`src/hw/rtl/prsnt_pkg.sv`:
```
// Shared types, constants and layer functions for the PRESENT cipher block
`default_nettype none

package prsnt_pkg;

  localparam int BLOCK_W   = 64;
  localparam int KEY_W     = 128;
  localparam int NUM_KEYS  = 32;
  localparam int STEP_W    = $clog2(NUM_KEYS);
  localparam int CFG_IDX_W = 2;

  localparam logic [STEP_W-1:0] LAST_STEP = STEP_W'(NUM_KEYS - 1);

  typedef logic [1:0]           kind_t;
  typedef logic [CFG_IDX_W-1:0] cfg_idx_t;

  // item kinds
  localparam kind_t KIND_ENC  = 2'd0;
  localparam kind_t KIND_DEC  = 2'd1;
  localparam kind_t KIND_CTR  = 2'd2;
  localparam kind_t KIND_NONE = 2'd3;

  // register indexes
  localparam cfg_idx_t REG_KEY_SIZE = 2'd0;
  localparam cfg_idx_t REG_KEY_HIGH = 2'd1;
  localparam cfg_idx_t REG_KEY_LOW  = 2'd2;
  localparam cfg_idx_t REG_NONCE    = 2'd3;

  // commands from controller to datapath
  typedef struct packed {
    logic              load_item;
    logic              key_write;
    logic              key_done;
    logic              round_en;
    logic              out_load;
    logic [STEP_W-1:0] step;
    logic [STEP_W-1:0] rd_step;
  } cmd_t;

  // status from datapath to controller
  typedef struct packed {
    logic keys_ready;
  } stat_t;

  localparam logic [3:0] SBOX_FWD [16] = '{
    4'hC, 4'h5, 4'h6, 4'hB, 4'h9, 4'h0, 4'hA, 4'hD,
    4'h3, 4'hE, 4'hF, 4'h8, 4'h4, 4'h7, 4'h1, 4'h2
  };
  localparam logic [3:0] SBOX_INV [16] = '{
    4'h5, 4'hE, 4'hF, 4'h8, 4'hC, 4'h1, 4'h2, 4'hD,
    4'hB, 4'h4, 4'h6, 4'h3, 4'h0, 4'h7, 4'h9, 4'hA
  };

  // bit i of the state moves to 16*i mod 63, the top bit stays put
  function automatic int perm_dest(input int i);
    return (i == BLOCK_W - 1) ? (BLOCK_W - 1) : ((i % 4) * 16 + i / 4);
  endfunction

  function automatic logic [BLOCK_W-1:0] sub_fwd(input logic [BLOCK_W-1:0] s);
    logic [BLOCK_W-1:0] o;
    for (int i = 0; i < BLOCK_W / 4; i++) begin
      o[4*i +: 4] = SBOX_FWD[s[4*i +: 4]];
    end
    return o;
  endfunction

  function automatic logic [BLOCK_W-1:0] sub_inv(input logic [BLOCK_W-1:0] s);
    logic [BLOCK_W-1:0] o;
    for (int i = 0; i < BLOCK_W / 4; i++) begin
      o[4*i +: 4] = SBOX_INV[s[4*i +: 4]];
    end
    return o;
  endfunction

  function automatic logic [BLOCK_W-1:0] perm_fwd(input logic [BLOCK_W-1:0] s);
    logic [BLOCK_W-1:0] o;
    for (int i = 0; i < BLOCK_W; i++) begin
      o[6'(perm_dest(i))] = s[i];
    end
    return o;
  endfunction

  function automatic logic [BLOCK_W-1:0] perm_inv(input logic [BLOCK_W-1:0] s);
    logic [BLOCK_W-1:0] o;
    for (int i = 0; i < BLOCK_W; i++) begin
      o[i] = s[6'(perm_dest(i))];
    end
    return o;
  endfunction

endpackage

`default_nettype wire

```
`src/hw/rtl/prsnt_ctrl.sv`:
```
// Controller state machine sequencing key expansion, rounds and result hand-off
`default_nettype none

module prsnt_ctrl (
  input  wire logic            clk,
  input  wire logic            rst,
  input  wire logic            item_valid,
  output logic                 item_stall,
  input  wire prsnt_pkg::kind_t kind,
  output logic                 result_valid,
  input  wire logic            result_stall,
  input  wire prsnt_pkg::stat_t stat,
  output prsnt_pkg::cmd_t      cmd
);

  typedef enum logic [4:0] {
    ST_IDLE     = 5'b00001,
    ST_EXPAND   = 5'b00010,
    ST_PREFETCH = 5'b00100,
    ST_RUN      = 5'b01000,
    ST_FINISH   = 5'b10000
  } state_t;

  state_t                         state, state_next;
  logic [prsnt_pkg::STEP_W-1:0]   cnt, cnt_next;
  logic                           accept;
  logic                           out_free;

  // one item in flight at a time
  assign item_stall = (state != ST_IDLE);
  assign accept     = item_valid && (state == ST_IDLE);
  assign out_free   = !result_valid || !result_stall;

  // next state and commands
  always_comb begin
    state_next    = state;
    cnt_next      = cnt;
    cmd           = '0;
    cmd.step      = cnt;
    cmd.load_item = accept;
    unique case (state)
      ST_IDLE: begin
        if (accept) begin
          cnt_next = '0;
          if (kind == prsnt_pkg::KIND_NONE) begin
            state_next = ST_FINISH;
          end else if (!stat.keys_ready) begin
            state_next = ST_EXPAND;
          end else begin
            state_next = ST_PREFETCH;
          end
        end
      end
      ST_EXPAND: begin
        cmd.key_write = 1'b1;
        cnt_next      = cnt + 1'b1;
        if (cnt == prsnt_pkg::LAST_STEP) begin
          cmd.key_done = 1'b1;
          state_next   = ST_PREFETCH;
        end
      end
      ST_PREFETCH: begin
        cmd.rd_step = '0;
        cnt_next    = '0;
        state_next  = ST_RUN;
      end
      ST_RUN: begin
        cmd.round_en = 1'b1;
        cmd.rd_step  = cnt + 1'b1;
        cnt_next     = cnt + 1'b1;
        if (cnt == prsnt_pkg::LAST_STEP) begin
          state_next = ST_FINISH;
        end
      end
      ST_FINISH: begin
        if (out_free) begin
          cmd.out_load = 1'b1;
          state_next   = ST_IDLE;
        end
      end
      default: begin
        state_next = ST_IDLE;
      end
    endcase
  end

  // state and step counter
  always_ff @(posedge clk) begin
    if (rst) begin
      state <= ST_IDLE;
      cnt   <= '0;
    end else begin
      state <= state_next;
      cnt   <= cnt_next;
    end
  end

  // output register valid
  always_ff @(posedge clk) begin
    if (rst) begin
      result_valid <= 1'b0;
    end else if (cmd.out_load) begin
      result_valid <= 1'b1;
    end else if (!result_stall) begin
      result_valid <= 1'b0;
    end
  end

endmodule

`default_nettype wire

```
`src/hw/rtl/prsnt_dp.sv`:
```
// Datapath: registers, key schedule, round key memory, round unit and result register
`default_nettype none

module prsnt_dp (
  input  wire logic                              clk,
  input  wire logic                              rst,
  input  wire prsnt_pkg::cmd_t                   cmd,
  output prsnt_pkg::stat_t                       stat,
  input  wire logic                              cfg_write,
  input  wire prsnt_pkg::cfg_idx_t               cfg_index,
  input  wire logic [prsnt_pkg::BLOCK_W-1:0]     cfg_data,
  input  wire prsnt_pkg::kind_t                  kind,
  input  wire logic [prsnt_pkg::BLOCK_W-1:0]     data_block,
  input  wire logic                              restart_counter,
  output logic [prsnt_pkg::BLOCK_W-1:0]          result_block
);

  logic                              key_size_mode;
  logic [prsnt_pkg::BLOCK_W-1:0]     key_high;
  logic [prsnt_pkg::BLOCK_W-1:0]     key_low;
  logic [prsnt_pkg::BLOCK_W-1:0]     ctr_nonce;
  logic                              keys_ready;
  logic [prsnt_pkg::BLOCK_W-1:0]     block_counter;
  logic [prsnt_pkg::BLOCK_W-1:0]     ctr_base;

  prsnt_pkg::kind_t                  item_kind;
  logic [prsnt_pkg::BLOCK_W-1:0]     item_data;
  logic [prsnt_pkg::BLOCK_W-1:0]     st, st_next;

  logic [prsnt_pkg::KEY_W-1:0]       sk, sk_next;
  logic [prsnt_pkg::BLOCK_W-1:0]     rk_out;
  logic [prsnt_pkg::STEP_W-1:0]      rc;
  logic [79:0]                       rot80;
  logic [prsnt_pkg::KEY_W-1:0]       rot128;

  logic [prsnt_pkg::BLOCK_W-1:0]     rk_mem [prsnt_pkg::NUM_KEYS];
  logic [prsnt_pkg::BLOCK_W-1:0]     rk_q;
  logic [prsnt_pkg::STEP_W-1:0]      rd_addr;

  assign stat.keys_ready = keys_ready;

  // configuration registers
  always_ff @(posedge clk) begin
    if (rst) begin
      key_size_mode <= 1'b0;
      key_high      <= '0;
      key_low       <= '0;
      ctr_nonce     <= '0;
    end else if (cfg_write) begin
      unique case (cfg_index)
        prsnt_pkg::REG_KEY_SIZE: key_size_mode <= cfg_data[0];
        prsnt_pkg::REG_KEY_HIGH: key_high      <= cfg_data;
        prsnt_pkg::REG_KEY_LOW:  key_low       <= cfg_data;
        prsnt_pkg::REG_NONCE:    ctr_nonce     <= cfg_data;
        default: ;
      endcase
    end
  end

  // round keys go stale on any key or key-size write
  always_ff @(posedge clk) begin
    if (rst) begin
      keys_ready <= 1'b0;
    end else if (cfg_write && (cfg_index != prsnt_pkg::REG_NONCE)) begin
      keys_ready <= 1'b0;
    end else if (cmd.key_done) begin
      keys_ready <= 1'b1;
    end
  end

  // block counter, restarted on request and bumped once per counter-mode item
  assign ctr_base = restart_counter ? '0 : block_counter;

  always_ff @(posedge clk) begin
    if (rst) begin
      block_counter <= '0;
    end else if (cmd.load_item && (kind == prsnt_pkg::KIND_CTR)) begin
      block_counter <= ctr_base + 1'b1;
    end
  end

  // item capture
  always_ff @(posedge clk) begin
    if (cmd.load_item) begin
      item_kind <= kind;
      item_data <= data_block;
    end
  end

  // key schedule step: rotate, s-box on the top nibble(s), xor round counter
  assign rc = cmd.step + 1'b1;

  always_comb begin
    rot128 = {sk[66:0], sk[127:67]};
    rot128[127:124] = prsnt_pkg::SBOX_FWD[rot128[127:124]];
    rot128[123:120] = prsnt_pkg::SBOX_FWD[rot128[123:120]];
    rot128[66:62]   = rot128[66:62] ^ rc;
    rot80 = {sk[18:0], sk[79:19]};
    rot80[79:76] = prsnt_pkg::SBOX_FWD[rot80[79:76]];
    rot80[19:15] = rot80[19:15] ^ rc;
    if (key_size_mode) begin
      sk_next = rot128;
      rk_out  = sk[127:64];
    end else begin
      sk_next = {48'b0, rot80};
      rk_out  = sk[79:16];
    end
  end

  // key register, loaded from the key registers with each item
  always_ff @(posedge clk) begin
    if (cmd.load_item) begin
      if (key_size_mode) begin
        sk <= {key_high, key_low};
      end else begin
        sk <= {48'b0, key_high, key_low[15:0]};
      end
    end else if (cmd.key_write) begin
      sk <= sk_next;
    end
  end

  // round key memory, decrypt walks the keys from the top down
  assign rd_addr = (item_kind == prsnt_pkg::KIND_DEC) ? ~cmd.rd_step : cmd.rd_step;

  always_ff @(posedge clk) begin
    if (cmd.key_write) begin
      rk_mem[cmd.step] <= rk_out;
    end
  end

  always_ff @(posedge clk) begin
    rk_q <= rk_mem[rd_addr];
  end

  // one round per step; the lone key xor comes last for encrypt, first for decrypt
  always_comb begin
    if (item_kind == prsnt_pkg::KIND_DEC) begin
      if (cmd.step == '0) begin
        st_next = st ^ rk_q;
      end else begin
        st_next = prsnt_pkg::sub_inv(prsnt_pkg::perm_inv(st)) ^ rk_q;
      end
    end else begin
      if (cmd.step == prsnt_pkg::LAST_STEP) begin
        st_next = st ^ rk_q;
      end else begin
        st_next = prsnt_pkg::perm_fwd(prsnt_pkg::sub_fwd(st ^ rk_q));
      end
    end
  end

  // cipher state
  always_ff @(posedge clk) begin
    if (cmd.load_item) begin
      if (kind == prsnt_pkg::KIND_CTR) begin
        st <= ctr_nonce ^ ctr_base;
      end else begin
        st <= data_block;
      end
    end else if (cmd.round_en) begin
      st <= st_next;
    end
  end

  // result register
  always_ff @(posedge clk) begin
    if (cmd.out_load) begin
      case (item_kind)
        prsnt_pkg::KIND_CTR:  result_block <= item_data ^ st;
        prsnt_pkg::KIND_NONE: result_block <= '0;
        default:              result_block <= st;
      endcase
    end
  end

endmodule

`default_nettype wire

```
`src/hw/rtl/present_block_cipher_ctr.sv`:
```
// Top level of the PRESENT block cipher with encrypt, decrypt and counter mode
`default_nettype none

// PRESENT 64-bit block cipher, 80- or 128-bit key, one item at a time. An encrypt,
// decrypt or counter-mode item runs from acceptance to the next free acceptance
// slot through a prefetch state, 32 steps of the single round unit (31 rounds
// plus the lone key xor), and a finish state that loads the result register once
// it is free; each step waits on the registered read of the 32-entry round key
// memory. The first such item after reset or after a write to key_size_mode,
// key_high or key_low first writes the round key schedule into that memory, one
// key per cycle. Kind 3 goes straight to the finish state and loads a zero result.
// The result register lets the next item be taken while the previous result is
// still stalled. Configuration writes are always ready and must only be made
// while no item is in flight.
module present_block_cipher_ctr (
  input  wire logic                          clk,
  input  wire logic                          rst,
  input  wire logic                          item_valid,
  output logic                               item_stall,
  input  wire logic [1:0]                    kind,
  input  wire logic [63:0]                   data_block,
  input  wire logic                          restart_counter,
  output logic                               result_valid,
  input  wire logic                          result_stall,
  output logic [63:0]                        result_block,
  input  wire logic                          cfg_valid,
  output logic                               cfg_ready,
  input  wire logic [1:0]                    cfg_index,
  input  wire logic [63:0]                   cfg_data
);

  prsnt_pkg::cmd_t  cmd;
  prsnt_pkg::stat_t stat;

  assign cfg_ready = 1'b1;

  // sequencing
  prsnt_ctrl u_ctrl (
    .clk          (clk),
    .rst          (rst),
    .item_valid   (item_valid),
    .item_stall   (item_stall),
    .kind         (kind),
    .result_valid (result_valid),
    .result_stall (result_stall),
    .stat         (stat),
    .cmd          (cmd)
  );

  // storage and round logic
  prsnt_dp u_dp (
    .clk             (clk),
    .rst             (rst),
    .cmd             (cmd),
    .stat            (stat),
    .cfg_write       (cfg_valid && cfg_ready),
    .cfg_index       (cfg_index),
    .cfg_data        (cfg_data),
    .kind            (kind),
    .data_block      (data_block),
    .restart_counter (restart_counter),
    .result_block    (result_block)
  );

  // the block is busy in the cycle after it takes an item
  a_busy_after_accept: assert property (@(posedge clk) disable iff (rst)
    (item_valid && !item_stall) |=> item_stall)
    else $error("item taken while previous item still in flight");

  // a key or key-size write always invalidates the round keys
  a_keys_stale: assert property (@(posedge clk) disable iff (rst)
    (cfg_valid && cfg_ready && (cfg_index != prsnt_pkg::REG_NONCE)) |=> !stat.keys_ready)
    else $error("round keys still marked ready after key write");

  // a new result never overwrites one that is still stalled
  a_no_overwrite: assert property (@(posedge clk) disable iff (rst)
    cmd.out_load |-> !(result_valid && result_stall))
    else $error("result register overwritten while stalled");

endmodule

`default_nettype wire

```
`config.mk`:
```
export PLATFORM = sky130hd
export DESIGN_NAME = present_block_cipher_ctr
export DESIGN_NICKNAME = d
export VERILOG_FILES = /design/src/hw/rtl/prsnt_pkg.sv /design/src/hw/rtl/prsnt_ctrl.sv /design/src/hw/rtl/prsnt_dp.sv /design/src/hw/rtl/present_block_cipher_ctr.sv
export SDC_FILE = /design/constraint.sdc
export NUM_CORES = 2
export LEC_CHECK = 0
export ABC_AREA = 1
export ABC_CLOCK_PERIOD_IN_PS = 4100
export BUFFER_PORTS_ARGS = -buffer_cell sky130_fd_sc_hd__buf_2
export CELL_PAD_IN_SITES_DETAIL_PLACEMENT = 2
export CELL_PAD_IN_SITES_GLOBAL_PLACEMENT = 2
export CORE_MARGIN = 2
export CORE_UTILIZATION = 38
export DETAILED_ROUTE_END_ITERATION = 6
export PLACE_DENSITY = 0.75
export SLEW_MARGIN = 15
export SYNTH_ARGS = -nofsm -noshare
export SYNTH_HDL_FRONTEND = slang
export SYNTH_HIERARCHICAL = 1
export SYNTH_SLANG_ARGS = --single-unit
```
`constraint.sdc`:
```
create_clock -name clk -period 4.1 [get_ports clk]
set_input_delay 0.82 -clock clk [delete_from_list [all_inputs] [get_ports clk]]
set_output_delay 0.82 -clock clk [all_outputs]
set_load 0.01 [all_outputs]
```
# Word level (Yosys, flattened, before mapping)

Memory sizes are Yosys's and may differ from the RTL's. A register that Yosys moved wholly into a read port is not among the register bits.
Index checks and enable logic that the tools add are counted.

Output and inout bits: 67
Input bits: 138
Logic and storage cells: 272
Memories: 36
Flip-flop bits (word level): 591
Memory bits (read-only): 2,240
RAM bits: 2,048

Muxes and demuxes: 103
$add $sub $neg: 2
Bitwise gates (word level): 42
Order comparisons: 35
Equal/unequal tests: 21
Reductions and logical operators: 19

Memory list:

| name             | depth | bits a word | read ports | clocked after Yosys merged registers in | write ports | line            | source |
|---|---|---|---|---|---|---|---|
| u_dp.rk_mem      | 32    | 64          | 1          | 1                                       | 1           | prsnt_dp.sv:36  | `logic [prsnt_pkg::BLOCK_W-1:0] rk_mem [prsnt_pkg::NUM_KEYS];` |
| (name not given) | 16    | 4           | 1          | 0                                       | 0           | prsnt_pkg.sv:70 | `o[4*i +: 4] = SBOX_INV[s[4*i +: 4]];` |
| (name not given) | 16    | 4           | 1          | 0                                       | 0           | prsnt_pkg.sv:70 |  |
| (name not given) | 16    | 4           | 1          | 0                                       | 0           | prsnt_pkg.sv:70 |  |
| (name not given) | 16    | 4           | 1          | 0                                       | 0           | prsnt_pkg.sv:70 |  |
| (name not given) | 16    | 4           | 1          | 0                                       | 0           | prsnt_pkg.sv:70 |  |
| +30 memories     | --    | --          | --         | --                                      | --          | --              |  |

Operators with widths:

| cell                                                                    | count |
|---|---|
| 128-bit 2-to-1 mux                                                      | 4 |
| 64-bit 2-to-1 mux                                                       | 8 |
| 64-bit XOR                                                              | 4 |
| 5-bit >= comparator, second input constant                              | 35 |
| 4-bit NOT with 5-bit output                                             | 35 |
| 4-bit 2-to-1 mux                                                        | 38 |
| 64-bit one-hot mux with 2 select lines                                  | 1 |
| 2-bit 2-to-1 mux                                                        | 33 |
| 64-bit by 1-bit adder with 64-bit output, second input constant         | 1 |
| 5-bit 2-to-1 mux                                                        | 8 |
| 5-bit one-hot mux with 5 select lines                                   | 1 |
| 5-bit one-hot mux with 3 select lines                                   | 1 |
| 2-bit == test, second input constant                                    | 6 |
| 5-bit == test, second input constant                                    | 2 |
| 2-bit by 1-bit inequality test with 1-bit output, second input constant | 5 |
| 2-bit AND reduction                                                     | 5 |
| 5-bit XOR                                                               | 2 |
| 1-bit 2-to-1 mux                                                        | 8 |
| 5-bit by 1-bit adder with 5-bit output, second input constant           | 1 |
| 5-bit by 1-bit == test with 1-bit output, second input constant         | 1 |
| 5-bit by 2-bit == test with 1-bit output, second input constant         | 1 |
| 5-bit by 3-bit == test with 1-bit output, second input constant         | 1 |
| 5-bit by 4-bit == test with 1-bit output, second input constant         | 1 |
| 5-bit zero test                                                         | 1 |
| 13 further kinds                                                        | 19 |

# Logic depth before layout (Yosys ltp)

Word-level depth: 9
Depth in mapped cells: 18
Gate-level depth less buffers: 16

# By module

Netlist, hierarchy kept.

Modules (own cells, without submodules):

| module                   | instances | seq. area each (um^2) | area each (um^2) | cells an instance |
|---|---|---|---|---|
| prsnt_dp                 | 1         | 77,614.4              | 115,062.9        | 10,896 |
| prsnt_ctrl               | 1         | 220.2                 | 783.3            | 121 |
| present_block_cipher_ctr | 1         | 0.0                   | 11.3             | 2 |

# Worst setup path after synthesis

OpenSTA, ideal clock, no wires.

Path kind: flip-flop to flip-flop
Start point: reg u_ctrl.state[2]
End point: mem u_dp/rk_mem[27][0] (netlist name) (enable)
Clock period less this slack: 4,168 ps
Library setup time: 487 ps
Buffers on the path: 0
Arrival: 3,681 ps
Slack: -68 ps
Stages on the path, launching flop included: 6
Data required time: 3,613 ps
Cells stage by stage: dfxtp_1 -> nor2_4 -> nand3_4 -> inv_1 -> nand2_1 -> nor2_1

RTL lines:

| what                   | line             | source |
|---|---|---|
| from (decl)            | prsnt_ctrl.sv:24 | `state_t state, state_next;` |
| from (signal assigned) | prsnt_ctrl.sv:93 | `state <= state_next;` |
| to (decl)              | prsnt_dp.sv:36   |  |

==> results_dict.tcl <==
set metrics [dict create \
    numPlacedInstances 14900 \
    drc 0 \
    synth_seq_area_share 0.672 \
    regMostFlops "u_dp/rk_mem" \
    dieArea_um2 309000 \
    grt_max_degree 204 \
    yosysUniqueCellTypes 55 \
    tightest_slew_ps 1290 \
    worstSetupEndpointType "register" \
    num_rows 202 \
    cts_hold_buf 0 \
    yosys_register_bits 2703 \
    powerDensity_nw_per_um2 688 \
    grt_usage 0.317 \
    wl_met2_um 237000 \
    start_kind "register" \
    power_frac_seq 0.414 \
    clockBufferDepth 4 \
    grt_overflow_total 0 \
    synth_edf_count 2370 \
    synth_flop_cell "edfxtp_1" \
    io_buffers 203 \
    clock.fmax_mhz 273 \
    viasPerCell 5.90 \
    h-tree-depth 5 \
    grt_pass1_vias 98200 \
    design_area_um2 134000 \
    setup_viol 0 \
    final_common_cell "nand2_1" \
    post_cts_buffers 0 \
    synth_async_sr_flop_share 0 \
    top_layer_used "met5" \
    layout-drive-gt1-share 0.103 \
    cts-resized-gates 0 \
    worstPathRequired_ps 4930 \
    clock_power_share 0.308 \
    hpwl_um 299000 \
    hold_viol 0 \
    max-vdd-ir-drop_uv 409 \
    antenna_found_initial 33 \
    final_cell_mix "nand2_1 (3002), edfxtp_1 (2370), nand3_1 (1745)" \
    io_pins 205 \
    cts.root.buffer_cell "clkbuf_16" \
    die_x_um 556 \
    wl_per_cell_um 32.2 \
    fin_nets 11500 \
    met3_wirelength_um 37700 \
    drt_pass1_iterations 6 \
    drv_cap 0 \
    clkTransAtPathRegs_ps 60 \
    slew_headroom 0.133 \
    synth_area_um2 116000 \
    slew_violations 0 \
    m1WireLength_um 198000 \
    rsz0062_at_grt "no" \
    timing.final.crit_share 0.892 \
    die_y_um 556 \
    p_sw_uw 34200 \
    netlist_instances 11000 \
    worst_ep_arrival_time_ps 4490 \
    wirelength_um 500000 \
    numCtsBuffers 313 \
    swShare 0.371 \
    status "complete, no violations" \
    clkLatencyLatePin_ps 960 \
    combinationalPowerShare 0.278 \
    ys.warnings.count 6 \
    avgSynthCellArea_um2 10.5 \
    largest_reg_flops 2048 \
    vias 91500 \
    period_minus_slack_ps 3660 \
    worstPathMaxFanout 46 \
    intPower_uw 57800 \
    areaGrowthSynthToFinish_pct 15.4 \
    nFillCells 31000 \
    cts_tree "built" \
    start_util 0.382 \
    drtIter0Drc 9172 \
    skew_ps 59.1 \
    core_region_area_um2 303000 \
    syn_nets 11200 \
    p_leak_uw 0.0498 \
    ant_nets 0 \
    finalNonFillerCells 15500 \
    path_class "reg -> reg" \
    worstHoldPathType "in -> reg" \
    reg.largest.list "u_dp/rk_mem: 2048 flops, u_dp/sk: 128 flops" \
    placed_area_um2 124000 \
    grt_pass1_wl_um 710000 \
    gp_congestion 0.893 \
    final.setup.worst_slack_ps 441 \
    clock-sinks 2703 \
    dp_slack_ps 566 \
]
routing by layer:
metal / GRT usage / vias to the layer above
met3: 0.0588 / 1103
met4: 0.154 / 10
met2: 0.521 / 3885
met1: 0.400 / 48000
met5: 0 / -
li1: - / 38500
cell type report:
type	instances	area [um^2]	area share
Timing Repair Buffer	578	5170	0.0387
Sequential cell	2703	77800	0.582
Antenna cell	10	25.0	0.000187
Inverter	773	2930	0.0219
Tap cell	3978	4980	0.0372
Multi-Input combinational cell	6888	32600	0.244
Clock inverter	165	1730	0.0129
Clock buffer	411	8410	0.0629
cells by family (layout without fill, tap and decap cells):
kind of cell | Yosys count | count (layout) | synth area share
flops | 2703 | 2703 | 0.672
buf+inv | 1428 | 1927 | 0.0501
xor+xnor | 168 | 168 | 0.0129
simple gates | 5327 | 5327 | 0.195
other cells | 1 | 11 | 0.0000324
compound gates | 1337 | 1337 | 0.0639
fa+ha+maj | 55 | 55 | 0.00594
power by group through the flow:
stage	logic [uW]	registers, uW	clock network, uW
floorplan	14300	36700	0
global placement	23200	38300	0
detailed placement	24700	38500	0
CTS	25200	37900	28600
global route	27400	38100	29600
finish	25500	38100	28300
worst max-delay path, stage by stage, from the launching register on:
cell and delay (ps):
dfxtp_1 560, ha_1 330, inv_1 70, nor2_1 40
buf_4 170, xnor2_4 710, buf_12 360, buf_4 520
nand3_1 220, nand3_1 130, nand3_1 100, nand3_1 160
nand2_1 90
worst paths after layout:
check	slack, ps	startpoint	endpoint	depth (start not counted)
hold reg to reg	460	u_dp/ctr_nonce[10]$_SDFFE_PP0P_	u_dp/ctr_nonce[10]$_SDFFE_PP0P_	2
setup / recovery	440	u_ctrl/cnt[0]$_SDFFE_PP0P_	u_dp/rk_q[38]$_DFF_P_	12
setup reg to reg	440	u_ctrl/cnt[0]$_SDFFE_PP0P_	u_dp/rk_q[38]$_DFF_P_	12
hold / removal	110	data_block[5]	u_dp/item_data[5]$_DFFE_PP_	1
stage by stage:
| stage | util | TNS [ps] | hold WS (ps) | total power [uW] |
|---|---|---|---|---|
| 2_1_floorplan | - | -141550 | 436 | 51000 |
| 3_3_place_gp | 0.408 | 0 | 443 | 61500 |
| 3_5_place_dp | 0.408 | 0 | 453 | 63200 |
| 4_1_cts | 0.441 | 0 | 45.5 | 91800 |
| 5_1_grt | 0.441 | 0 | 89.4 | 95200 |
| 6_report | 0.441 | 0 | 107 | 92000 |
cell usage after synthesis (92+ instances only):
library cell | instances | area share
nand2_1 | 3005 | 0.097
edfxtp_1 | 2370 | 0.61
nand3_1 | 1746 | 0.075
inv_1 | 758 | 0.025
o21ai_0 | 630 | 0.027
nor2_1 | 427 | 0.014
a21oi_1 | 402 | 0.017
dfxtp_1 | 333 | 0.058
clkbuf_1 | 310 | 0.010
buf_2 | 271 | 0.012
o211ai_1 | 156 | 0.010
xor2_1 | 92 | 0.0070
Power figures use the tool's default switching activity.
